### src/rtl/core/glcp_pkg.sv
// Shared types and constants for the greedy leaf chunk planner.
// Used by the front stage, the item queue, the back stage and the top level.
package glcp_pkg;

  // Default widths for the top-level parameters.
  localparam int RecordIndexBitsDef = 32;
  localparam int TargetIndexBitsDef = 24;
  localparam int LeafCountBitsDef   = 12;

  // Pair sums are always this wide and saturate at the top value.
  localparam int PairBits = 48;

  // Budget value after reset.
  localparam logic [PairBits-1:0] PairBudgetReset = PairBits'(64'd1 << 22);

  // Depth of the queue between the front and the back stage.
  localparam int QueueDepth = 4;

  // Input command codes.
  localparam logic CmdRecord = 1'b0;
  localparam logic CmdEnd    = 1'b1;

  // Result status codes.
  typedef enum logic [1:0] {
    STATUS_CHUNK     = 2'd0,
    STATUS_ORDER     = 2'd1,
    STATUS_OPEN_LEAF = 2'd2
  } status_e;

  // Decoded kind of one queued item.
  typedef struct packed {
    logic is_end;
    logic leaf_last;
  } item_flags_t;

  localparam int FlagBits = $bits(item_flags_t);

endpackage

### src/rtl/core/greedy_leaf_chunk_planner_unit.sv
// Top level of the greedy leaf chunk planner: front stage, queue, back stage.
// Depends on glcp_pkg, glcp_front, glcp_queue and glcp_back.
//
//   channel | direction | handshake                 | beat
//   --------+-----------+---------------------------+-------------------------------
//   in      | input     | in_valid_i / in_stall_o   | one record or end command
//   out     | output    | out_valid_o / out_stall_i | one chunk or error status
//   cfg     | input     | cfg_valid_i / cfg_ready_o | pair budget write
//
// One beat enters per cycle when nothing stalls, passing the front register, a
// queue entry and the output register on its way to a result. The back stage
// updates the list state for one beat a cycle while the output is not stalled; its
// critical path is the saturating leaf sum, then the chunk sum budget compare.
// Reset clears all list state and loads the default budget of 2^22 pairs.
// An output stall fills the four-entry queue, after which the input is stalled.
module greedy_leaf_chunk_planner_unit import glcp_pkg::*; #(
  parameter int RecordIndexBits = RecordIndexBitsDef,
  parameter int TargetIndexBits = TargetIndexBitsDef,
  parameter int LeafCountBits   = LeafCountBitsDef
) (
  input  logic                       clk_i,
  input  logic                       rst_ni,
  input  logic                       in_valid_i,
  output logic                       in_stall_o,
  input  logic                       cmd_i,
  input  logic [TargetIndexBits-1:0] target_start_i,
  input  logic [LeafCountBits-1:0]   target_width_i,
  input  logic [LeafCountBits-1:0]   source_width_i,
  input  logic                       leaf_first_i,
  input  logic                       leaf_last_i,
  output logic                       out_valid_o,
  input  logic                       out_stall_i,
  output logic [1:0]                 status_o,
  output logic [RecordIndexBits-1:0] chunk_record_begin_o,
  output logic [RecordIndexBits-1:0] chunk_record_end_o,
  output logic [TargetIndexBits-1:0] chunk_target_begin_o,
  output logic [TargetIndexBits:0]   chunk_target_end_o,
  output logic [PairBits-1:0]        chunk_pairs_o,
  output logic                       final_chunk_o,
  input  logic                       cfg_valid_i,
  output logic                       cfg_ready_o,
  input  logic [PairBits-1:0]        cfg_data_i
);

  localparam int EntryBits = FlagBits + TargetIndexBits + (TargetIndexBits + 1) +
                             2*LeafCountBits;

  item_flags_t                front_flags, back_flags;
  logic [TargetIndexBits-1:0] front_tstart, back_tstart;
  logic [TargetIndexBits:0]   front_tend, back_tend;
  logic [2*LeafCountBits-1:0] front_pairs, back_pairs;
  logic                       push, pop, queue_full, queue_empty;
  logic [EntryBits-1:0]       queue_wdata, queue_rdata;
  logic                       leaf_first_unused;

  // Leaf starts are tracked from the list state, so the first flag is not needed.
  assign leaf_first_unused = leaf_first_i;

  // The budget register takes a write in any cycle.
  assign cfg_ready_o = 1'b1;

  glcp_front #(
    .TargetIndexBits(TargetIndexBits),
    .LeafCountBits  (LeafCountBits)
  ) u_front (
    .clk_i         (clk_i),
    .rst_ni        (rst_ni),
    .in_valid_i    (in_valid_i),
    .in_stall_o    (in_stall_o),
    .cmd_i         (cmd_i),
    .target_start_i(target_start_i),
    .target_width_i(target_width_i),
    .source_width_i(source_width_i),
    .leaf_last_i   (leaf_last_i),
    .queue_full_i  (queue_full),
    .push_o        (push),
    .flags_o       (front_flags),
    .tstart_o      (front_tstart),
    .tend_o        (front_tend),
    .pairs_o       (front_pairs)
  );

  // Queue entry packing.
  assign queue_wdata = {front_flags, front_tstart, front_tend, front_pairs};
  assign {back_flags, back_tstart, back_tend, back_pairs} = queue_rdata;

  glcp_queue #(
    .Width(EntryBits)
  ) u_queue (
    .clk_i  (clk_i),
    .rst_ni (rst_ni),
    .push_i (push),
    .data_i (queue_wdata),
    .full_o (queue_full),
    .pop_i  (pop),
    .data_o (queue_rdata),
    .empty_o(queue_empty)
  );

  glcp_back #(
    .RecordIndexBits(RecordIndexBits),
    .TargetIndexBits(TargetIndexBits),
    .LeafCountBits  (LeafCountBits)
  ) u_back (
    .clk_i               (clk_i),
    .rst_ni              (rst_ni),
    .cfg_valid_i         (cfg_valid_i & cfg_ready_o),
    .cfg_data_i          (cfg_data_i),
    .queue_empty_i       (queue_empty),
    .pop_o               (pop),
    .flags_i             (back_flags),
    .tstart_i            (back_tstart),
    .tend_i              (back_tend),
    .pairs_i             (back_pairs),
    .out_valid_o         (out_valid_o),
    .out_stall_i         (out_stall_i),
    .status_o            (status_o),
    .chunk_record_begin_o(chunk_record_begin_o),
    .chunk_record_end_o  (chunk_record_end_o),
    .chunk_target_begin_o(chunk_target_begin_o),
    .chunk_target_end_o  (chunk_target_end_o),
    .chunk_pairs_o       (chunk_pairs_o),
    .final_chunk_o       (final_chunk_o)
  );

  // The back stage never takes a beat from an empty queue.
  assert property (@(posedge clk_i) disable iff (!rst_ni) pop |-> !queue_empty)
    else $error("back stage popped an empty queue");

  // The front stage never writes into a full queue.
  assert property (@(posedge clk_i) disable iff (!rst_ni) push |-> !queue_full)
    else $error("front stage pushed into a full queue");

  // Error results carry no chunk contents.
  assert property (@(posedge clk_i) disable iff (!rst_ni)
      (out_valid_o && (status_o != STATUS_CHUNK)) |->
      ((chunk_pairs_o == '0) && (chunk_record_end_o == '0) && !leaf_first_unused
       || (chunk_pairs_o == '0) && (chunk_record_end_o == '0)))
    else $error("error result with nonzero chunk fields");

endmodule

### src/rtl/core/glcp_front.sv
// Front stage of the chunk planner: accepts input beats and classifies them.
// Computes the pair product and the leaf target end; depends on glcp_pkg.
module glcp_front import glcp_pkg::*; #(
  parameter int TargetIndexBits = TargetIndexBitsDef,
  parameter int LeafCountBits   = LeafCountBitsDef
) (
  input  logic                       clk_i,
  input  logic                       rst_ni,
  input  logic                       in_valid_i,
  output logic                       in_stall_o,
  input  logic                       cmd_i,
  input  logic [TargetIndexBits-1:0] target_start_i,
  input  logic [LeafCountBits-1:0]   target_width_i,
  input  logic [LeafCountBits-1:0]   source_width_i,
  input  logic                       leaf_last_i,
  input  logic                       queue_full_i,
  output logic                       push_o,
  output item_flags_t                flags_o,
  output logic [TargetIndexBits-1:0] tstart_o,
  output logic [TargetIndexBits:0]   tend_o,
  output logic [2*LeafCountBits-1:0] pairs_o
);

  localparam int SumBits = ((TargetIndexBits > LeafCountBits) ?
                            TargetIndexBits : LeafCountBits) + 1;

  logic                       valid_q, valid_d;
  logic                       load;
  item_flags_t                flags_q;
  logic [TargetIndexBits-1:0] tstart_q;
  logic [TargetIndexBits:0]   tend_q;
  logic [2*LeafCountBits-1:0] pairs_q;
  logic [SumBits-1:0]         tend_sum;

  // The stage holds its beat while the queue is full.
  assign in_stall_o = valid_q & queue_full_i;
  assign load       = in_valid_i & ~in_stall_o;
  assign push_o     = valid_q & ~queue_full_i;
  assign valid_d    = in_stall_o ? valid_q : in_valid_i;

  // Target end of the leaf, wrapped to one bit above the target index.
  assign tend_sum = SumBits'(target_start_i) + SumBits'(target_width_i);

  always_ff @(posedge clk_i or negedge rst_ni) begin
    if (!rst_ni) begin
      valid_q <= 1'b0;
    end else begin
      valid_q <= valid_d;
    end
  end

  // Stage payload: the product is registered before the back stage adds it.
  always_ff @(posedge clk_i) begin
    if (load) begin
      flags_q.is_end    <= (cmd_i == CmdEnd);
      flags_q.leaf_last <= leaf_last_i;
      tstart_q          <= target_start_i;
      tend_q            <= tend_sum[TargetIndexBits:0];
      pairs_q           <= (2*LeafCountBits)'(target_width_i) *
                           (2*LeafCountBits)'(source_width_i);
    end
  end

  assign flags_o  = flags_q;
  assign tstart_o = tstart_q;
  assign tend_o   = tend_q;
  assign pairs_o  = pairs_q;

endmodule

### src/rtl/core/glcp_queue.sv
// Short item queue between the front and the back stage of the planner.
// Plain register file with head and tail pointers; depends on glcp_pkg.
module glcp_queue import glcp_pkg::*; #(
  parameter int Width = 8
) (
  input  logic             clk_i,
  input  logic             rst_ni,
  input  logic             push_i,
  input  logic [Width-1:0] data_i,
  output logic             full_o,
  input  logic             pop_i,
  output logic [Width-1:0] data_o,
  output logic             empty_o
);

  localparam int PtrBits = (QueueDepth > 1) ? $clog2(QueueDepth) : 1;
  localparam int CntBits = $clog2(QueueDepth + 1);

  logic [Width-1:0]   mem_q [QueueDepth];
  logic [PtrBits-1:0] wr_ptr_q, rd_ptr_q;
  logic [CntBits-1:0] count_q;

  assign full_o  = (count_q == CntBits'(QueueDepth));
  assign empty_o = (count_q == '0);
  assign data_o  = mem_q[rd_ptr_q];

  // Pointer and fill count update.
  always_ff @(posedge clk_i or negedge rst_ni) begin
    if (!rst_ni) begin
      wr_ptr_q <= '0;
      rd_ptr_q <= '0;
      count_q  <= '0;
    end else begin
      if (push_i) begin
        wr_ptr_q <= (wr_ptr_q == PtrBits'(QueueDepth - 1)) ? '0 : wr_ptr_q + 1'b1;
      end
      if (pop_i) begin
        rd_ptr_q <= (rd_ptr_q == PtrBits'(QueueDepth - 1)) ? '0 : rd_ptr_q + 1'b1;
      end
      if (push_i && !pop_i) begin
        count_q <= count_q + 1'b1;
      end else if (pop_i && !push_i) begin
        count_q <= count_q - 1'b1;
      end
    end
  end

  // Entry storage.
  always_ff @(posedge clk_i) begin
    if (push_i) begin
      mem_q[wr_ptr_q] <= data_i;
    end
  end

endmodule

### src/rtl/core/glcp_back.sv
// Back stage of the planner: leaf accumulation, greedy chunk packing and errors.
// Holds the list state, the pair budget and the output register; uses glcp_pkg.
module glcp_back import glcp_pkg::*; #(
  parameter int RecordIndexBits = RecordIndexBitsDef,
  parameter int TargetIndexBits = TargetIndexBitsDef,
  parameter int LeafCountBits   = LeafCountBitsDef
) (
  input  logic                       clk_i,
  input  logic                       rst_ni,
  input  logic                       cfg_valid_i,
  input  logic [PairBits-1:0]        cfg_data_i,
  input  logic                       queue_empty_i,
  output logic                       pop_o,
  input  item_flags_t                flags_i,
  input  logic [TargetIndexBits-1:0] tstart_i,
  input  logic [TargetIndexBits:0]   tend_i,
  input  logic [2*LeafCountBits-1:0] pairs_i,
  output logic                       out_valid_o,
  input  logic                       out_stall_i,
  output logic [1:0]                 status_o,
  output logic [RecordIndexBits-1:0] chunk_record_begin_o,
  output logic [RecordIndexBits-1:0] chunk_record_end_o,
  output logic [TargetIndexBits-1:0] chunk_target_begin_o,
  output logic [TargetIndexBits:0]   chunk_target_end_o,
  output logic [PairBits-1:0]        chunk_pairs_o,
  output logic                       final_chunk_o
);

  logic [PairBits-1:0] budget_q;

  // List state.
  logic [RecordIndexBits-1:0] record_counter_q, record_counter_d;
  logic [RecordIndexBits-1:0] leaf_record_start_q, leaf_record_start_d;
  logic [PairBits-1:0]        leaf_pair_sum_q, leaf_pair_sum_d;
  logic [TargetIndexBits-1:0] leaf_target_lo_q, leaf_target_lo_d;
  logic [TargetIndexBits:0]   leaf_target_hi_q, leaf_target_hi_d;
  logic [TargetIndexBits:0]   prior_target_hi_q, prior_target_hi_d;
  logic                       chunk_open_q, chunk_open_d;
  logic [RecordIndexBits-1:0] open_record_start_q, open_record_start_d;
  logic [TargetIndexBits-1:0] open_target_lo_q, open_target_lo_d;
  logic [PairBits-1:0]        open_pair_sum_q, open_pair_sum_d;
  logic                       inside_leaf_q, inside_leaf_d;
  logic                       halted_q, halted_d;

  // Output register.
  logic                       out_valid_q, out_valid_d;
  status_e                    res_status_q, res_status_d;
  logic [RecordIndexBits-1:0] res_rb_q, res_rb_d, res_re_q, res_re_d;
  logic [TargetIndexBits-1:0] res_tb_q, res_tb_d;
  logic [TargetIndexBits:0]   res_te_q, res_te_d;
  logic [PairBits-1:0]        res_pairs_q, res_pairs_d;
  logic                       res_final_q, res_final_d;
  logic                       emit;

  // Work values for the current beat.
  logic                       leaf_start;
  logic [RecordIndexBits-1:0] cur_record_start;
  logic [TargetIndexBits-1:0] cur_target_lo;
  logic [TargetIndexBits:0]   cur_target_hi;
  logic [PairBits-1:0]        cur_base;
  logic [PairBits:0]          leaf_sum_wide;
  logic [PairBits-1:0]        leaf_sum;
  logic [PairBits:0]          open_sum_wide;
  logic [PairBits-1:0]        open_sum_sat;
  logic                       over_budget;

  // The back stage takes a beat whenever the output register is free or leaving.
  assign pop_o = ~queue_empty_i & (~out_valid_q | ~out_stall_i);

  // Leaf context: a record outside a leaf always opens one.
  assign leaf_start       = ~inside_leaf_q;
  assign cur_record_start = leaf_start ? record_counter_q : leaf_record_start_q;
  assign cur_target_lo    = leaf_start ? tstart_i : leaf_target_lo_q;
  assign cur_target_hi    = leaf_start ? tend_i : leaf_target_hi_q;
  assign cur_base         = leaf_start ? '0 : leaf_pair_sum_q;

  // Saturating leaf sum, then the open chunk sum with this leaf added.
  assign leaf_sum_wide = {1'b0, cur_base} + (PairBits+1)'(pairs_i);
  assign leaf_sum      = leaf_sum_wide[PairBits] ? '1 : leaf_sum_wide[PairBits-1:0];
  assign open_sum_wide = {1'b0, open_pair_sum_q} + {1'b0, leaf_sum};
  assign open_sum_sat  = open_sum_wide[PairBits] ? '1 : open_sum_wide[PairBits-1:0];
  assign over_budget   = chunk_open_q & (open_sum_wide > {1'b0, budget_q});

  // Next-state and result decode.
  always_comb begin
    record_counter_d    = record_counter_q;
    leaf_record_start_d = leaf_record_start_q;
    leaf_pair_sum_d     = leaf_pair_sum_q;
    leaf_target_lo_d    = leaf_target_lo_q;
    leaf_target_hi_d    = leaf_target_hi_q;
    prior_target_hi_d   = prior_target_hi_q;
    chunk_open_d        = chunk_open_q;
    open_record_start_d = open_record_start_q;
    open_target_lo_d    = open_target_lo_q;
    open_pair_sum_d     = open_pair_sum_q;
    inside_leaf_d       = inside_leaf_q;
    halted_d            = halted_q;
    emit                = 1'b0;
    res_status_d        = STATUS_CHUNK;
    res_rb_d            = '0;
    res_re_d            = '0;
    res_tb_d            = '0;
    res_te_d            = '0;
    res_pairs_d         = '0;
    res_final_d         = 1'b0;

    if (pop_o) begin
      if (flags_i.is_end) begin
        // End of list: unless halted, report an open leaf or the last chunk; then clear.
        if (!halted_q && inside_leaf_q) begin
          emit         = 1'b1;
          res_status_d = STATUS_OPEN_LEAF;
          res_final_d  = 1'b1;
        end else if (!halted_q && chunk_open_q) begin
          emit        = 1'b1;
          res_rb_d    = open_record_start_q;
          res_re_d    = record_counter_q;
          res_tb_d    = open_target_lo_q;
          res_te_d    = prior_target_hi_q;
          res_pairs_d = open_pair_sum_q;
          res_final_d = 1'b1;
        end
        record_counter_d    = '0;
        leaf_record_start_d = '0;
        leaf_pair_sum_d     = '0;
        leaf_target_lo_d    = '0;
        leaf_target_hi_d    = '0;
        prior_target_hi_d   = '0;
        chunk_open_d        = 1'b0;
        open_record_start_d = '0;
        open_target_lo_d    = '0;
        open_pair_sum_d     = '0;
        inside_leaf_d       = 1'b0;
        halted_d            = 1'b0;
      end else if (!halted_q) begin
        if (leaf_start && ({1'b0, tstart_i} < prior_target_hi_q)) begin
          // A new leaf starts below the end of the previous one.
          emit         = 1'b1;
          res_status_d = STATUS_ORDER;
          halted_d     = 1'b1;
        end else begin
          leaf_record_start_d = cur_record_start;
          leaf_target_lo_d    = cur_target_lo;
          leaf_target_hi_d    = cur_target_hi;
          leaf_pair_sum_d     = leaf_sum;
          record_counter_d    = record_counter_q + 1'b1;
          inside_leaf_d       = ~flags_i.leaf_last;
          if (flags_i.leaf_last) begin
            // Leaf complete: close the open chunk if this leaf does not fit.
            if (over_budget) begin
              emit        = 1'b1;
              res_rb_d    = open_record_start_q;
              res_re_d    = cur_record_start;
              res_tb_d    = open_target_lo_q;
              res_te_d    = prior_target_hi_q;
              res_pairs_d = open_pair_sum_q;
            end
            if (over_budget || !chunk_open_q) begin
              open_record_start_d = cur_record_start;
              open_target_lo_d    = cur_target_lo;
              open_pair_sum_d     = leaf_sum;
            end else begin
              open_pair_sum_d = open_sum_sat;
            end
            chunk_open_d      = 1'b1;
            prior_target_hi_d = cur_target_hi;
          end
        end
      end
    end

    if (emit) begin
      out_valid_d = 1'b1;
    end else if (!out_stall_i) begin
      out_valid_d = 1'b0;
    end else begin
      out_valid_d = out_valid_q;
    end
  end

  // Control and list state.
  always_ff @(posedge clk_i or negedge rst_ni) begin
    if (!rst_ni) begin
      budget_q            <= PairBudgetReset;
      record_counter_q    <= '0;
      leaf_record_start_q <= '0;
      leaf_pair_sum_q     <= '0;
      leaf_target_lo_q    <= '0;
      leaf_target_hi_q    <= '0;
      prior_target_hi_q   <= '0;
      chunk_open_q        <= 1'b0;
      open_record_start_q <= '0;
      open_target_lo_q    <= '0;
      open_pair_sum_q     <= '0;
      inside_leaf_q       <= 1'b0;
      halted_q            <= 1'b0;
      out_valid_q         <= 1'b0;
    end else begin
      if (cfg_valid_i) begin
        budget_q <= cfg_data_i;
      end
      record_counter_q    <= record_counter_d;
      leaf_record_start_q <= leaf_record_start_d;
      leaf_pair_sum_q     <= leaf_pair_sum_d;
      leaf_target_lo_q    <= leaf_target_lo_d;
      leaf_target_hi_q    <= leaf_target_hi_d;
      prior_target_hi_q   <= prior_target_hi_d;
      chunk_open_q        <= chunk_open_d;
      open_record_start_q <= open_record_start_d;
      open_target_lo_q    <= open_target_lo_d;
      open_pair_sum_q     <= open_pair_sum_d;
      inside_leaf_q       <= inside_leaf_d;
      halted_q            <= halted_d;
      out_valid_q         <= out_valid_d;
    end
  end

  // Result payload, loaded only with a new beat.
  always_ff @(posedge clk_i) begin
    if (emit) begin
      res_status_q <= res_status_d;
      res_rb_q     <= res_rb_d;
      res_re_q     <= res_re_d;
      res_tb_q     <= res_tb_d;
      res_te_q     <= res_te_d;
      res_pairs_q  <= res_pairs_d;
      res_final_q  <= res_final_d;
    end
  end

  assign out_valid_o          = out_valid_q;
  assign status_o             = res_status_q;
  assign chunk_record_begin_o = res_rb_q;
  assign chunk_record_end_o   = res_re_q;
  assign chunk_target_begin_o = res_tb_q;
  assign chunk_target_end_o   = res_te_q;
  assign chunk_pairs_o        = res_pairs_q;
  assign final_chunk_o        = res_final_q;

endmodule
### config.mk
export PLATFORM = sky130hd
export DESIGN_NAME = greedy_leaf_chunk_planner_unit
export DESIGN_NICKNAME = d
export VERILOG_FILES = /design/src/rtl/core/glcp_pkg.sv /design/src/rtl/core/greedy_leaf_chunk_planner_unit.sv /design/src/rtl/core/glcp_front.sv /design/src/rtl/core/glcp_queue.sv /design/src/rtl/core/glcp_back.sv
export SDC_FILE = /design/constraint.sdc
export NUM_CORES = 2
export LEC_CHECK = 0
export BUFFER_PORTS_ARGS = -buffer_cell sky130_fd_sc_hd__buf_2
export CAP_MARGIN = 20
export CORE_ASPECT_RATIO = 1.2
export CORE_UTILIZATION = 55
export CTS_CLUSTER_DIAMETER = 40
export DETAILED_ROUTE_END_ITERATION = 16
export GPL_TIMING_DRIVEN = 0
export PLACE_DENSITY = 0.73
export SLEW_MARGIN = 20
export SYNTH_ARGS = -nofsm -noshare
export SYNTH_HDL_FRONTEND = slang
export SYNTH_HIERARCHICAL = 1
export SYNTH_SLANG_ARGS = --single-unit
export TNS_END_PERCENT = 30
### constraint.sdc
create_clock -name clk_i -period 34.3 [get_ports clk_i]
set_input_delay 1.715 -clock clk_i [delete_from_list [all_inputs] [get_ports clk_i]]
set_output_delay 1.715 -clock clk_i [all_outputs]
set_load 0.02 [all_outputs]
==> out/metrics.csv <==
stage,metric,value,unit
run_status,status,"finished, final reports clean",
synth,area of the mapped netlist,47400,µm²
drt,routed wirelength normalized by instance count,21.7,µm
clock_network,clock-pin slew reported for the worst setup and hold paths after clock tree synthesis,60,ps
clock_network,number of clock buffers inserted by TritonCTS,106,
final_layout,"commonest cells after routing, fill and taps aside","539 x sky130_fd_sc_hd__edfxtp_1, 507 x sky130_fd_sc_hd__nand2_1, 349 x sky130_fd_sc_hd__dfrtp_1, 299 x sky130_fd_sc_hd__buf_2, 258 x sky130_fd_sc_hd__inv_1",
run,max_cap viols,0,
floorplan,Vert. Die Dim,324,µm
place,DP Area,50600,µm²
clock_network,htree depth,3,
power,switching share of power,43.1,%
floorplan,overall die width,270,µm
synth,Cells after Synth,4041,
synth,Post-synth EDFFs,539,
timing,Tightest Pin Transition,1150,ps
setup_path,Critical path origin,u_back/inside_leaf_q,
floorplan,number of top-level pins,271,
synth,top cells by area in the synthesized netlist,"sky130_fd_sc_hd__edfxtp_1 34%, sky130_fd_sc_hd__dfrtp_1 18%, sky130_fd_sc_hd__ha_1 5.9%",
clock_network,TritonCTS Sinks,889,
global_routing,pin count of the biggest net entering global routing,96,
clock_network,post-cts resize count,0,
setup_path,kind of capture point of the worst setup path,flop,
floorplan,floorplan core area,85100,µm²
setup_path,startpoint types,flop,
clock_network,number of buffers between clock root and the deepest sink,3,
setup_path,endpoint of the worst register-to-register path,u_back/chunk_target_end_o[5],
power,internal portion of total power,2.99,mW
drt,vias post-DR,33200,
power,worst-case vdd ir drop,107,µV
global_routing,Tot GR Track Use,28.2,%
global_routing,remaining global-route overflow,0,
timing,Max transition margin,23.3,%
floorplan,starting density of the core,55.8,%
final_layout,"commonest non-fill, non-tap cell in the layout",sky130_fd_sc_hd__edfxtp_1,
synth,top flip-flop cell by instance count after synthesis,sky130_fd_sc_hd__edfxtp_1,
final_layout,post-synthesis to final-layout area growth,14.1,%
hold_path,hold path endpoint,u_back/open_target_lo_q[14],
drt,number of DRC violations after detailed routing,0,
setup_path,launching point of the worst reg2reg path,u_back/inside_leaf_q,
floorplan,Placement Rows,117,
drt,post-route ant nets,0,
setup_path,kind of critical path,flop to flop,
synth,Syn. warnings,6,
timing,RSZ-0062 raised after global routing,no,
floorplan,Die Outline Area,87400,µm²
synth,number of unique standard cell types used by synthesis,99,
setup_path,critical path peak fanout,10,
place,count of buffers from port buffering,267,
power,combinational group share of total power,47.5,%
setup_path,"delay-heaviest family, CP",compound AO/OA/AOI/OAI gates,
timing,worst hold slack after final layout,468,ps
hold_path,hold path startpoint,u_back/open_target_lo_q[14],
global_routing,global-route wire length before repair,191000,µm
power,Clk pwr share,21.1,%
setup_path,most frequent cell on the critical path,sky130_fd_sc_hd__clkbuf_1,
hold_path,hold depth,1,
setup_path,cells on worst reg2reg path,36,
power,power density over cell area,97.1,nW/µm²
clock_network,CTS tree,done,
synth,share of flip-flops with an asynchronous set or reset after synthesis,39.4,%
timing,number of hold violations in the final report,0,
clock_network,Worst-Skew Late Latency,700,ps
hold_path,type of the most critical hold path,flop to flop,
timing,maximum clock frequency,0.0749,GHz
clock_network,CTS Hold Buffers Added,0,
timing,number of endpoints failing setup at the final stage,0,
clock_network,Root Buffer,sky130_fd_sc_hd__clkbuf_16,
drt,violation count after the first detailed-routing iteration,2656,
drt,number of optimization iterations in the first detailed-route pass,6,
synth,flip-flop and latch count after synthesis,889,
setup_path,CP Buf/Inv Count,8,
setup_path,worst setup slack for register-to-register paths,20940,ps
drt,vias per cell,5.87,
global_routing,number of global-route vias before repair,33400,
power,leakage power,23.1,nW
power,power spent charging and discharging nets,2.26,mW
setup_path,worst-path cell with the longest stage delay,sky130_fd_sc_hd__clkbuf_1,
final_layout,Final Net Count,4863,
synth,cell accounting for the most synthesized area,sky130_fd_sc_hd__edfxtp_1,
final_layout,"Non-Filler Cell Area, Final",54100,µm²
timing,share of the clock period used by the worst path after layout,38.9,%
synth,average cell area after synthesis,11.7,µm²
timing,fin crit period,13360,ps
setup_path,critical path data arrival time,13850,ps
synth,number of nets in the synthesized netlist,4473,
timing,Max Transition Viols Final,0,
global_routing,number of antenna violations at the first check in global routing,3,
drt,Detailed Route WL,123000,µm
final_layout,share of cells above drive strength 1,15.3,%
place,sum of net half-perimeters after detailed placement,92000,µm
setup_path,longest individual stage delay on the worst path,890,ps
setup_path,data required time at the worst endpoint,34790,ps
clock_network,"Setup Fix Bufs, Post-CTS",0,
synth,portion of the post-synthesis area used by sequential elements,52.6,%
timing,final clock skew,55.0,ps
synth,Yosys top cell area share,34.1,%
power,part of the power in registers,31.4,%
timing,accumulated negative setup slack,0,ps
place,final weighted congestion of routability-driven global placement,0.949,
-- through the flow --
stage / instances / util, % / total power, mW / setup WS [ps]
floorplan: 4041 / - / 3.34 / 22980
global route: 5654 / 63.6 / 5.55 / 20750
CTS: 5654 / 63.6 / 5.26 / 21410
detailed placement: 5453 / 59.4 / 4.14 / 21480
global placement: 5438 / 59.0 / 4.10 / 17680
finish: 5655 / 63.6 / 5.25 / 20940
-- state kept, by name (all words and copies together), names as in the netlist, 32 cells and up --
register	cells
u_queue/mem_q	300
u_back/record_counter_q	32
u_back/open_pair_sum_q	48
u_back/leaf_record_start_q	32
u_back/chunk_pairs_o	48
u_back/leaf_pair_sum_q	48
u_back/chunk_record_begin_o	32
u_back/budget_q	48
u_back/chunk_record_end_o	32
u_back/open_record_start_q	32
-- how the worst max path moves through the flow --
stage | end | depth (start not counted)
6_report | u_back/chunk_target_end_o[5] | 36
4_1_cts | u_back/chunk_target_end_o[6] | 37
3_3_place_gp | u_back/chunk_pairs_o[5] | 34
2_1_floorplan | u_back/chunk_pairs_o[0] | 34
5_1_grt | u_back/chunk_target_end_o[7] | 35
3_5_place_dp | u_back/chunk_target_end_o[6] | 37
-- power groups by stage --
stage | sequential, mW | combinational (mW) | clock, mW
after floorplan | 1.79 | 1.55 | 0
after global placement | 1.71 | 2.39 | 0
after detailed placement | 1.67 | 2.47 | 0
after CTS | 1.65 | 2.48 | 1.12
after global routing | 1.67 | 2.71 | 1.17
final | 1.65 | 2.50 | 1.11
-- cells by family (layout without fill, tap and decap cells) --
logic type | count (synthesis) | count (layout) | share of synthesized area [%]
AOI/OAI and AO/OA | 881 | 881 | 12.6
xor gates and xnor gates | 143 | 143 | 2.64
adders and majority gates | 328 | 328 | 10.3
buffers and inverters | 470 | 953 | 4.11
DFF | 889 | 889 | 52.6
muxes | 192 | 192 | 6.13
other | 1 | 2 | 0.00791
and+or+nand+nor | 1137 | 1137 | 11.6
-- worst reg2reg max path: cells and delay by family, from the launching register on --
kind	cells	cell delay [ps]
AOI/OAI and AO/OA	14	5040
xor gates and xnor gates	1	330
adders and majority gates	3	960
buffers and inverters	8	3850
DFF	1	320
and+or+nand+nor	10	2650
-- cells in the mapped netlist (26+ instances only) --
library cell	instances
sky130_fd_sc_hd__edfxtp_1	539
sky130_fd_sc_hd__nor3_1	30
sky130_fd_sc_hd__buf_2	33
sky130_fd_sc_hd__a22o_1	33
sky130_fd_sc_hd__nand4_1	41
sky130_fd_sc_hd__and3_1	32
sky130_fd_sc_hd__mux4_2	75
sky130_fd_sc_hd__ha_1	224
sky130_fd_sc_hd__mux2i_1	79
sky130_fd_sc_hd__o31ai_1	30
sky130_fd_sc_hd__o21ai_0	240
sky130_fd_sc_hd__a22oi_1	50
sky130_fd_sc_hd__nand3_1	55
sky130_fd_sc_hd__fa_1	104
sky130_fd_sc_hd__nor2_1	123
sky130_fd_sc_hd__dfrtp_1	349
sky130_fd_sc_hd__o211ai_1	26
sky130_fd_sc_hd__o22ai_2	30
sky130_fd_sc_hd__clkbuf_1	144
sky130_fd_sc_hd__nand2_1	508
sky130_fd_sc_hd__nor4_1	34
sky130_fd_sc_hd__a21o_1	89
sky130_fd_sc_hd__mux2_2	28
sky130_fd_sc_hd__a21oi_1	164
sky130_fd_sc_hd__a21boi_0	36
sky130_fd_sc_hd__and2_1	237
sky130_fd_sc_hd__xor2_1	68
sky130_fd_sc_hd__xnor2_1	75
sky130_fd_sc_hd__inv_1	258
-- routing by layer --
layer,part of all wire (%),wire (µm),up-vias,GRT usage (%)
li1,-,-,15400,-
met1,41,50700,16500,36.6
met2,49,60300,1104,48.3
met3,5.9,7240,249,4.10
met4,3.6,4400,0,10.6
met5,0,0,-,0
-- cell type report --
cell class | instances | area [µm²]
Antenna cell | 1 | 2.50
Buffer | 212 | 981
Inverter | 258 | 968
Tap cell | 1130 | 1410
Clock buffer | 122 | 2780
Timing Repair Buffer | 282 | 1700
Fill cell | 6627 | 31000
Clock inverter | 79 | 761
Sequential cell | 889 | 24900
Multi-Input combinational cell | 2682 | 20600
No activity file was read; power rests on OpenSTA's default activity.
